## src/assert_macros.svh

```systemverilog
// Assertion macros used by the flow table controller.
// No dependencies.
`ifndef ASSERT_MACROS_SVH
`define ASSERT_MACROS_SVH
// implication checked on every rising clock edge outside reset
`define ASSERT_IMPL(label, clk, rst_n, ante, cons, msg) \
    label: assert property (@(posedge clk) disable iff (!rst_n) (ante) |-> (cons)) \
        else $error(msg);
// next-cycle implication
`define ASSERT_NEXT(label, clk, rst_n, ante, cons, msg) \
    label: assert property (@(posedge clk) disable iff (!rst_n) (ante) |=> (cons)) \
        else $error(msg);
`endif

```

## src/fwa_pkg.sv

```systemverilog
// Package for the flow table: constants, payload structs, controller types.
// No dependencies.
`timescale 1ns / 1ps
package fwa_pkg;
    localparam int TABLE_DEPTH = 64;
    localparam int KEY_BITS    = 48;
    localparam int SUM_BITS    = 32;
    localparam int IDX_BITS    = $clog2(TABLE_DEPTH);
    localparam int CNT_BITS    = $clog2(TABLE_DEPTH + 1);
    localparam int CFG_BITS    = 7;

    localparam logic [1:0] KIND_RECORD = 2'd0;
    localparam logic [1:0] KIND_ENTRY  = 2'd1;
    localparam logic [1:0] KIND_EMPTY  = 2'd2;
    localparam logic [1:0] ST_UPDATED  = 2'd0;
    localparam logic [1:0] ST_INSERTED = 2'd1;
    localparam logic [1:0] ST_OVERFLOW = 2'd2;
    localparam logic       CFG_LIMIT   = 1'b0;
    localparam logic       CFG_SHOWALL = 1'b1;

    typedef struct packed {
        logic        mode;
        logic [47:0] src_key;
        logic [47:0] dst_key;
        logic [19:0] size_kb;
    } in_beat_t;

    typedef struct packed {
        logic [1:0]  kind;
        logic [1:0]  status;
        logic [47:0] flow_src;
        logic [47:0] flow_dst;
        logic [31:0] delta_kb;
        logic [31:0] total_kb;
        logic [5:0]  rank;
        logic [6:0]  entry_count;
        logic        last;
    } out_beat_t;

    typedef enum logic [3:0] {
        S_IDLE, S_SCAN, S_REC_RD, S_REC_WR, S_REC_OUT,
        S_PICK, S_EMIT_RD, S_EMIT_OUT, S_EMPTY_OUT, S_CLEAR
    } state_t;

    typedef struct packed {
        logic load;
        logic scan_start;
        logic scan_step;
        logic rec_read;
        logic rec_write;
        logic rec_out;
        logic pick_start;
        logic pick_step;
        logic emit_read;
        logic emit_out;
        logic empty_out;
        logic clear;
    } cmd_t;

    typedef struct packed {
        logic mode;
        logic scan_done;
        logic hit;
        logic has_free;
        logic pick_done;
        logic emit_more;
        logic emit_zero;
        logic out_busy;
    } sts_t;
endpackage

```

## src/fwa_ctrl.sv

```systemverilog
// Controller state machine for the flow table.
// Depends on fwa_pkg and assert_macros.svh.
`timescale 1ns / 1ps
`include "assert_macros.svh"
module fwa_ctrl (
    input  logic          clk,
    input  logic          rst_n,
    input  logic          in_valid,
    output logic          in_stall,
    input  fwa_pkg::sts_t sts,
    output fwa_pkg::cmd_t cmd
);
    import fwa_pkg::*;
    state_t state_reg, state_next;

    always_ff @(posedge clk or negedge rst_n)
    begin
        if (!rst_n)
            state_reg <= S_IDLE;
        else
            state_reg <= state_next;
    end

    always_comb
    begin
        state_next = state_reg;
        case (state_reg)
            S_IDLE:      if (in_valid) state_next = S_SCAN;
            S_SCAN:
            begin
                if (sts.scan_done)
                    state_next = sts.mode ? S_PICK : S_REC_RD;
            end
            S_REC_RD:    state_next = S_REC_WR;
            S_REC_WR:    state_next = S_REC_OUT;
            S_REC_OUT:   if (!sts.out_busy) state_next = S_IDLE;
            S_PICK:
            begin
                if (sts.pick_done)
                    state_next = sts.emit_zero ? S_EMPTY_OUT : S_EMIT_RD;
            end
            S_EMIT_RD:   state_next = S_EMIT_OUT;
            S_EMIT_OUT:
            begin
                if (!sts.out_busy)
                    state_next = sts.emit_more ? S_PICK : S_CLEAR;
            end
            S_EMPTY_OUT: if (!sts.out_busy) state_next = S_CLEAR;
            S_CLEAR:     state_next = S_IDLE;
            default:     state_next = S_IDLE;
        endcase
    end

    always_comb
    begin
        cmd = '0;
        in_stall = 1'b1;
        case (state_reg)
            S_IDLE:
            begin
                in_stall = 1'b0;
                cmd.load = in_valid;
                cmd.scan_start = in_valid;
            end
            S_SCAN:      cmd.scan_step = 1'b1;
            S_REC_RD:    cmd.rec_read = 1'b1;
            S_REC_WR:    cmd.rec_write = 1'b1;
            S_REC_OUT:   cmd.rec_out = !sts.out_busy;
            S_PICK:      cmd.pick_step = 1'b1;
            S_EMIT_RD:   cmd.emit_read = 1'b1;
            S_EMIT_OUT:
            begin
                cmd.emit_out = !sts.out_busy;
                cmd.pick_start = !sts.out_busy && sts.emit_more;
            end
            S_EMPTY_OUT: cmd.empty_out = !sts.out_busy;
            S_CLEAR:     cmd.clear = 1'b1;
            default:     cmd = '0;
        endcase
    end

    `ASSERT_IMPL(a_load_idle, clk, rst_n, cmd.load, state_reg == S_IDLE, "load outside idle")
    `ASSERT_NEXT(a_scan_after_load, clk, rst_n, cmd.load, state_reg == S_SCAN, "no scan")
    `ASSERT_IMPL(a_out_free, clk, rst_n, cmd.emit_out || cmd.rec_out || cmd.empty_out,
        !sts.out_busy, "output overwritten")
endmodule

```

## config.mk

```make
export PLATFORM = sky130hd
export DESIGN_NAME = fwa_ctrl
export DESIGN_NICKNAME = d
export VERILOG_FILES = /design/src/fwa_pkg.sv /design/src/fwa_ctrl.sv
export VERILOG_INCLUDE_DIRS = /design/src /design/src/src
export SDC_FILE = /design/constraint.sdc
export NUM_CORES = 1
export LEC_CHECK = 0
export ABC_AREA = 1
export BUFFER_PORTS_ARGS = -buffer_cell sky130_fd_sc_hd__buf_4
export CAP_MARGIN = 30
export CORE_AREA = 5 5 42 44
export DETAILED_ROUTE_END_ITERATION = 10
export DIE_AREA = 0 0 47 49
export SYNTH_ARGS = -nofsm -noshare
export SYNTH_HDL_FRONTEND = slang
export SYNTH_SLANG_ARGS = --single-unit
```

## constraint.sdc

```tcl
create_clock -name clk -period 2.1 [get_ports clk]
set_clock_uncertainty 0.15 [all_clocks]
set_input_delay 0.42 -clock clk [delete_from_list [all_inputs] [get_ports clk]]
set_output_delay 0.42 -clock clk [all_outputs]
set_load 0.03 [all_outputs]
```

==> Yosys cells after proc, flatten, opt, wreduce, memory -nomap -nowiden <==
Index checks and enable logic that the tools add are counted.
{ "op_classes": {"eq_ne": 15, "n_reduce_logical": 4, "n_mux": 22} }
{ "op_table": {"columns": ["op", "n"], "rows": [
  ["case mux 4 bit (9 select lines)", 1],
  ["2-to-1 mux 4 bit", 8],
  ["== test 4 x 3 -> 1 bit, second input constant", 4],
  ["inequality test 2 bit, second input constant", 6],
  ["2-to-1 mux 1 bit", 11],
  ["== test 4 x 2 -> 1 bit, second input constant", 2],
  ["== test 4 bit, second input constant", 2],
  ["AND reduction 6 bit", 1],
  ["== test 4 x 1 -> 1 bit, second input constant", 1],
  ["logical NOT 4 bit", 1],
  ["2-to-1 mux 3 bit", 1],
  ["2-to-1 mux 2 bit", 1],
  ["logical AND 1 bit", 1],
  ["logical NOT 1 bit", 1]
]} }
{ "word_totals": {"in_bits": 11, "wordCells": 42, "regBits": 4, "out_inout_bits": 13} }

==> Depth between registers and ports, before layout <==
Gate-level depths: netlist (run 1).
{ "depth": {"depth_word": 3, "depth_mapped": 8} }

==> Worst setup path before layout (run 1) <==
Ideal clock, no wire load.
{ "synth_timing": {"path_kind": "reg-to-output", "from": "register state_reg[2]", "to": "output port cmd[11] (netlist name)", "required_time_ns": 1.530, "n_path_buf": 1, "path_stages_with_launch": 5, "t_arrival_ns": 1.715, "setup_slack_ns": -0.185, "path_cell_list": "dfrtp_1 > nor2_2 > nand2_1 > nor2_1 > buf_4"} }
{ "synth_lines": {"columns": ["item", "line_no", "source"], "rows": [
  ["from (decl)", "fwa_ctrl.sv:14", "state_t state_reg, state_next;"],
  ["from (signal assigned)", "fwa_ctrl.sv:21", "state_reg <= state_next;"],
  ["to (decl)", "fwa_ctrl.sv:11", "output fwa_pkg::cmd_t cmd"]
]} }

==> results of run 1 <==
==> kinds of logic (layout without fill, tap and decap cells) <==
family	count (synthesis)	after routing
AOI/OAI and AO/OA	2	2
buffers and inverters	15	39
DFF	4	4
and+or+nand+nor	55	55
==> through the flow <==
stage          setup slack, ps  area [µm²]
5_1_grt                   7.51         664
2_1_floorplan             81.0         459
6_report                   101         664
3_3_place_gp               349         629
4_1_cts                   60.9         662
3_5_place_dp               316         629
==> report_power, final <==
group / total (mW) / switching [mW] / internal (mW)
clock network: 0.0934 / 0.0296 / 0.0638
registers: 0.167 / 0.0579 / 0.109
logic: 0.656 / 0.434 / 0.223
==> cells in the final DEF, fill, tap and decap left out <==
master	synthesis	layout
dfrtp_1	4	4
nand3_1	12	12
inv_1	13	13
nor2_2	4	5
nor3_1	3	3
nand2_2	3	3
nand4_1	2	2
buf_4	1	21
nor2_4	1	2
nand3b_1	1	1
nand3_2	2	2
nand2_4	1	1
clkbuf_4	0	3
dlygate4sd3_1	0	1
nor2_1	8	6
o211ai_1	1	1
o21ai_1	1	1
inv_2	1	1
nand2_1	18	18
==> worst min path at each step <==
stage | startpoint | to | slack (ps) | depth (start not counted)
after floorplan | rst_n | state_reg[0] | -30 | 0
after global placement | rst_n | state_reg[3] | 70 | 1
after detailed placement | rst_n | state_reg[3] | 70 | 1
after CTS | sts[0] | state_reg[1] | 310 | 3
after global routing | sts[0] | state_reg[1] | 330 | 3
final | sts[0] | state_reg[1] | 310 | 3
==> metal layers <==
metal | wire length (µm) | vias to the layer above | track usage
met5 | 0 | - | 0
met4 | 0 | 0 | 0.0553
li1 | - | 291 | -
met3 | 63 | 0 | 0.0111
met1 | 591 | 263 | 0.159
met2 | 629 | 18 | 0.176
==> cell usage after synthesis <==
| cell type | number |
|---|---|
| nand2_2 | 3 |
| dfrtp_1 | 4 |
| nand3_2 | 2 |
| inv_1 | 13 |
| inv_2 | 1 |
| nand3b_1 | 1 |
| o21ai_1 | 1 |
| nand3_1 | 12 |
| nand4_1 | 2 |
| nand2_4 | 1 |
| nor2_1 | 8 |
| nor2_4 | 1 |
| nor3_1 | 3 |
| buf_4 | 1 |
| o211ai_1 | 1 |
| nor2_2 | 4 |
| nand2_1 | 18 |
==> worst max-delay path, stage by stage, from the launching register on <==
cell and delay, ps:
dfrtp_1 440, nor2_2 310, nand2_1 160, nor2_4 110, buf_4 160
==> repair_timing <==
item / in CTS / in global routing
setup buffers: 0 / 0
endpoints found under the hold margin: 4 / 0
hold buffers: 1 / 0
endpoints found under the setup margin: 0 / 1
gates resized for setup: 0 / 1
==> final cells by class <==
type,instances,area [µm²],area share
Tap cell,16,20.0,0.0301
Sequential cell,4,100,0.151
Clock buffer,3,22.5,0.0339
Timing Repair Buffer,22,168,0.252
Inverter,14,52.6,0.0791
Multi-Input combinational cell,57,302,0.454
==> flow_metrics.py, run 1 <==
metrics = {
    "synth": {
        "avgSynthCellArea_um2": 5.94,
        "syn_inst": 76,
        "yosys.area_share.simple": 0.618,
        "synth.yosys.seq_area_share": 0.222,
        "synth_mux_area_frac": 0,
        "synth_cell_type_count": 17,
        "synthAdderAreaFrac": 0,
        "synth-seq-cells": 4,
        "synth_top_family_by_area": "simple AND/OR/NAND/NOR gates",
        "synthTopCellsByArea": "dfrtp_1 (22%), nand2_1 (15%), nand3_1 (13%)",
        "synth-compound-area-share": 0.0277,
        "yosysTopAreaCellShare": 0.222,
        "syn_nets": 87,
        "synthXorXnorAreaFrac": 0,
        "yosys_warnings": 0,
        "synth_top_area_cell": "dfrtp_1",
        "syn-cell-area_um2": 452,
    },
    "critical_path": {
        "cp.arrival_ps": 1430,
        "worstSetupStartpoint": "state_reg[2]",
        "reg2reg_from": "state_reg[0]",
        "r2r_slack_ps": 620,
        "reg2reg_to": "state_reg[2]",
        "crit_required_ps": 1530,
        "cp-end-kind": "primary output",
        "critPathCapture": "cmd[10]",
        "crit_type": "reg2out",
        "worst-path-max-fanout": 8,
        "cp-start-kind": "register",
        "r2r.worst_path.cells": 8,
    },
    "timing": {
        "worstMarginPinSlew_ps": 315,
        "finalHoldViolations": 0,
        "fmax_mhz": 500,
        "drv_slew": 0,
        "finalCritPeriodShare": 0.952,
        "tns_ps": 0,
        "period_needed_ps": 2000,
        "rsz0062_at_grt": "false",
        "max_slew_margin": 0.790,
        "final-setup-viol-count": 0,
        "finalHoldWorstSlack_ps": 313,
    },
    "hold_path": {
        "hold_path.class": "in2reg",
    },
    "route": {
        "firstDrtPassIters": 4,
        "drc_errors": 0,
        "drtIter0Drc": 12,
        "antenna_left": 0,
        "wirelength_um": 1280,
        "wl_per_cell_um": 11.1,
        "via_per_inst": 4.93,
        "dr_total_vias": 572,
    },
    "final_layout": {
        "drive_gt1_frac": 0.380,
        "stdcell_count": 116,
        "final_util": 0.474,
        "area_growth_pct": 47.1,
        "nets": 113,
        "insertedDiodeCount": 0,
        "n_fill_cell": 149,
        "largest_reg_flops": 4,
    },
    "status": {
        "status": "finished clean",
    },
    "global_routing": {
        "grt_pass1_vias": 519,
        "grt_pass1_wl_um": 2050,
        "grt_max_degree": 9,
        "antenna_found_initial": 0,
        "grt.overflow.total": 0,
        "grtUsageTotal": 0.116,
    },
    "pwr": {
        "power.total_mw": 0.916,
        "total_leakage_power_nw": 0.403,
        "p_per_area_mw_per_mm2": 1380,
        "peakVddDrop_mv": 0.566,
    },
    "floorplan": {
        "ioPinCount": 24,
        "row_count": 14,
        "core_area_mm2": 0.00140,
        "die_y_um": 49,
        "start_util": 0.322,
        "die_width_um": 47,
        "die_area_mm2": 0.00230,
    },
    "clocking": {
        "insertion_delay_ps": 230,
        "tritoncts": "done",
        "numCtsBuffers": 3,
        "cts.htree.levels": 1,
        "cts_root_buf": "clkbuf_4",
        "cts_max_path_buffers": 2,
        "cts.clk_slew.worst_paths_ps": 40,
        "cts_num_sinks": 4,
    },
    "placed_design": {
        "portBuffers": 21,
        "place_inst": 112,
        "gp_congestion": 0.761,
        "hpwl_um": 1030,
    },
    "job": {
        "max-cap-violations": 0,
    },
}
No activity file was read; power rests on OpenSTA's default activity.
==> run 2: changes to the inputs <==
--- a/config.mk
+++ b/config.mk
@@ -12,6 +12,7 @@
 export CORE_AREA = 5 5 42 44
 export DETAILED_ROUTE_END_ITERATION = 10
 export DIE_AREA = 0 0 47 49
+export PLACE_DENSITY_LB_ADDON = 0.2
 export SYNTH_ARGS = -nofsm -noshare
 export SYNTH_HDL_FRONTEND = slang
 export SYNTH_SLANG_ARGS = --single-unit
==> constraint.sdc (replaced) <==
create_clock -name clk -period 2.1 [get_ports clk]
set_clock_uncertainty 0.15 [all_clocks]
set_input_delay 0.63 -clock clk [delete_from_list [all_inputs] [get_ports clk]]
set_output_delay 0.63 -clock clk [all_outputs]
set_load 0.03 [all_outputs]
==> run 2 against run 1 <==
Net effect: final cell count up 0.86%; fmax fell by 2.7%; utilization up 2.0 points; clock power up 0.6%; combinational power grew 4.1%; sequential power is 7% higher; global-route usage fell by 1.3 points; wire length down 8.9%; via count shrank 4.2%; largest cell class unchanged; largest power group unchanged.
==> flow_metrics.py, run 2 (synthesis gave the netlist of run 1 again) <==
metrics = {
    "hold_path": {
        "hold_path.class": "in2async",
    },
    "floorplan": {
        "start_util": 0.322,
        "die_width_um": 47,
        "core_area_mm2": 0.00140,
        "ioPinCount": 24,
        "die_area_mm2": 0.00230,
        "die_y_um": 49,
        "row_count": 14,
    },
    "status": {
        "status": "finished clean",
    },
    "pwr": {
        "peakVddDrop_mv": 0.663,
        "p_per_area_mw_per_mm2": 1380,
        "total_leakage_power_nw": 0.407,
    },
    "final_layout": {
        "layout_common_cells": "buf_4 (23), nand2_1 (17), inv_1 (13), nand3_1 (12), nor2_1 (6)",
        "insertedDiodeCount": 0,
        "largest_reg_flops": 4,
        "stdcell_count": 117,
        "nets": 114,
        "final_common_cell": "buf_4",
        "drive_gt1_frac": 0.455,
        "area_growth_pct": 53.2,
    },
    "timing": {
        "rsz0062_at_grt": "true",
        "final-setup-viol-count": 0,
        "fmax_mhz": 487,
        "finalHoldViolations": 0,
        "drv_slew": 0,
        "max_slew_margin": 0.850,
        "worstMarginPinSlew_ps": 224,
        "period_needed_ps": 2050,
        "finalCritPeriodShare": 0.979,
        "tns_ps": 0,
    },
    "route": {
        "antenna_left": 0,
        "drtIter0Drc": 7,
        "wl_per_cell_um": 10.0,
        "dr_total_vias": 548,
        "via_per_inst": 4.68,
        "firstDrtPassIters": 5,
        "drc_errors": 0,
        "wirelength_um": 1170,
    },
    "clocking": {
        "cts.htree.levels": 1,
        "tritoncts": "done",
        "cts_num_sinks": 4,
        "insertion_delay_ps": 230,
        "holdBufCountCts": 0,
        "cts_root_buf": "clkbuf_4",
        "cts_max_path_buffers": 2,
        "cts.clk_slew.worst_paths_ps": 40,
        "numCtsBuffers": 3,
    },
    "critical_path": {
        "crit_required_ps": 1320,
        "crit_chain": "nor2_4 > nand2_2 > nor3_2 > buf_4",
        "slowest_delay_ps": 460,
        "crit_type": "reg2out",
        "worst-path-max-fanout": 6,
        "cp-start-kind": "register",
        "cp-end-kind": "primary output",
        "cp_slowest_cell": "dfrtp_2",
        "cp.arrival_ps": 1270,
    },
    "global_routing": {
        "grtUsageTotal": 0.104,
        "grt_pass1_wl_um": 1770,
        "antenna_found_initial": 0,
        "grt.overflow.total": 0,
        "grt_pass1_vias": 459,
        "grt_max_degree": 9,
    },
    "placed_design": {
        "hpwl_um": 984,
        "portBuffers": 21,
        "gp_congestion": 0.794,
        "place_inst": 113,
    },
    "job": {
        "max-cap-violations": 0,
    },
}
-- run 2: cell count changes in the layout (fill, tap and decap cells not counted) --
cell	before	now
nand2_2	3	4
nor2_2	5	3
dfrtp_2	0	4
buf_4	21	23
dlygate4sd3_1	1	0
nand2_1	18	17
dfrtp_1	4	0
nor3_1	3	2
nor3_2	0	1
nor2_4	2	4
-- run 2: report_power, final --
group / leakage, nW / total, mW / internal (mW) / switching (mW)
registers: 0.0465 / 0.179 / 0.115 / 0.0641
logic: 0.346 / 0.683 / 0.250 / 0.433
clock network: 0.0138 / 0.0940 / 0.0638 / 0.0301
-- run 2: per-stage QoR --
stage	power, mW	setup WS (ps)	hold slack (ps)	util	area, µm²
after global placement	0.821	167	276	0.460	644
final	0.956	45.1	32.0	0.494	692
after CTS	0.937	10.2	31.3	0.483	677
after floorplan	0.644	-19.1	184	-	467
after detailed placement	0.823	162	277	0.460	644
after global routing	1.05	-28.3	29.7	0.494	692
-- run 2: worst max-delay path: cells and delay by family (launching register included) --
kind / cells / cell delay, ps
buf+inv: 1 / 180
flops: 1 / 460
simple gates: 3 / 410
-- run 2: final timing paths --
kind	from	end	slack, ps	cells past startpoint
min	rst_n	state_reg[0]	30	1
max in group asynchronous	rst_n	state_reg[3]	1660	1
max reg2reg	state_reg[0]	state_reg[2]	650	8
max	state_reg[3]	cmd[5]	50	4
min reg2reg	state_reg[0]	state_reg[0]	430	2
min in group clk	state_reg[0]	state_reg[0]	430	2
-- run 2: timing repair --
| action | 4_1_cts | 5_1_grt |
|---|---|---|
| endpoints found under the setup margin | 6 | 9 |
| setup buffers | 0 | 1 |
| gates resized for setup | 4 | 3 |
| hold endpoints to repair | 0 | 0 |
-- run 2: area by class of cell --
cell class                 instances  area (µm²)
clock buffer                       3        22.5
tap                               16        20.0
sequential                         4         105
multi-input combinational         57         319
fill                             160         709
timing repair buffer              23         173
inverter                          14        52.6
-- run 2: routing by layer --
layer	share of wire	global-route usage	vias to the layer above
met3	0.11	0.0480	2
met4	0.010	0.0276	0
li1	-	-	291
met1	0.42	0.128	235
met5	0	0	-
met2	0.46	0.158	20
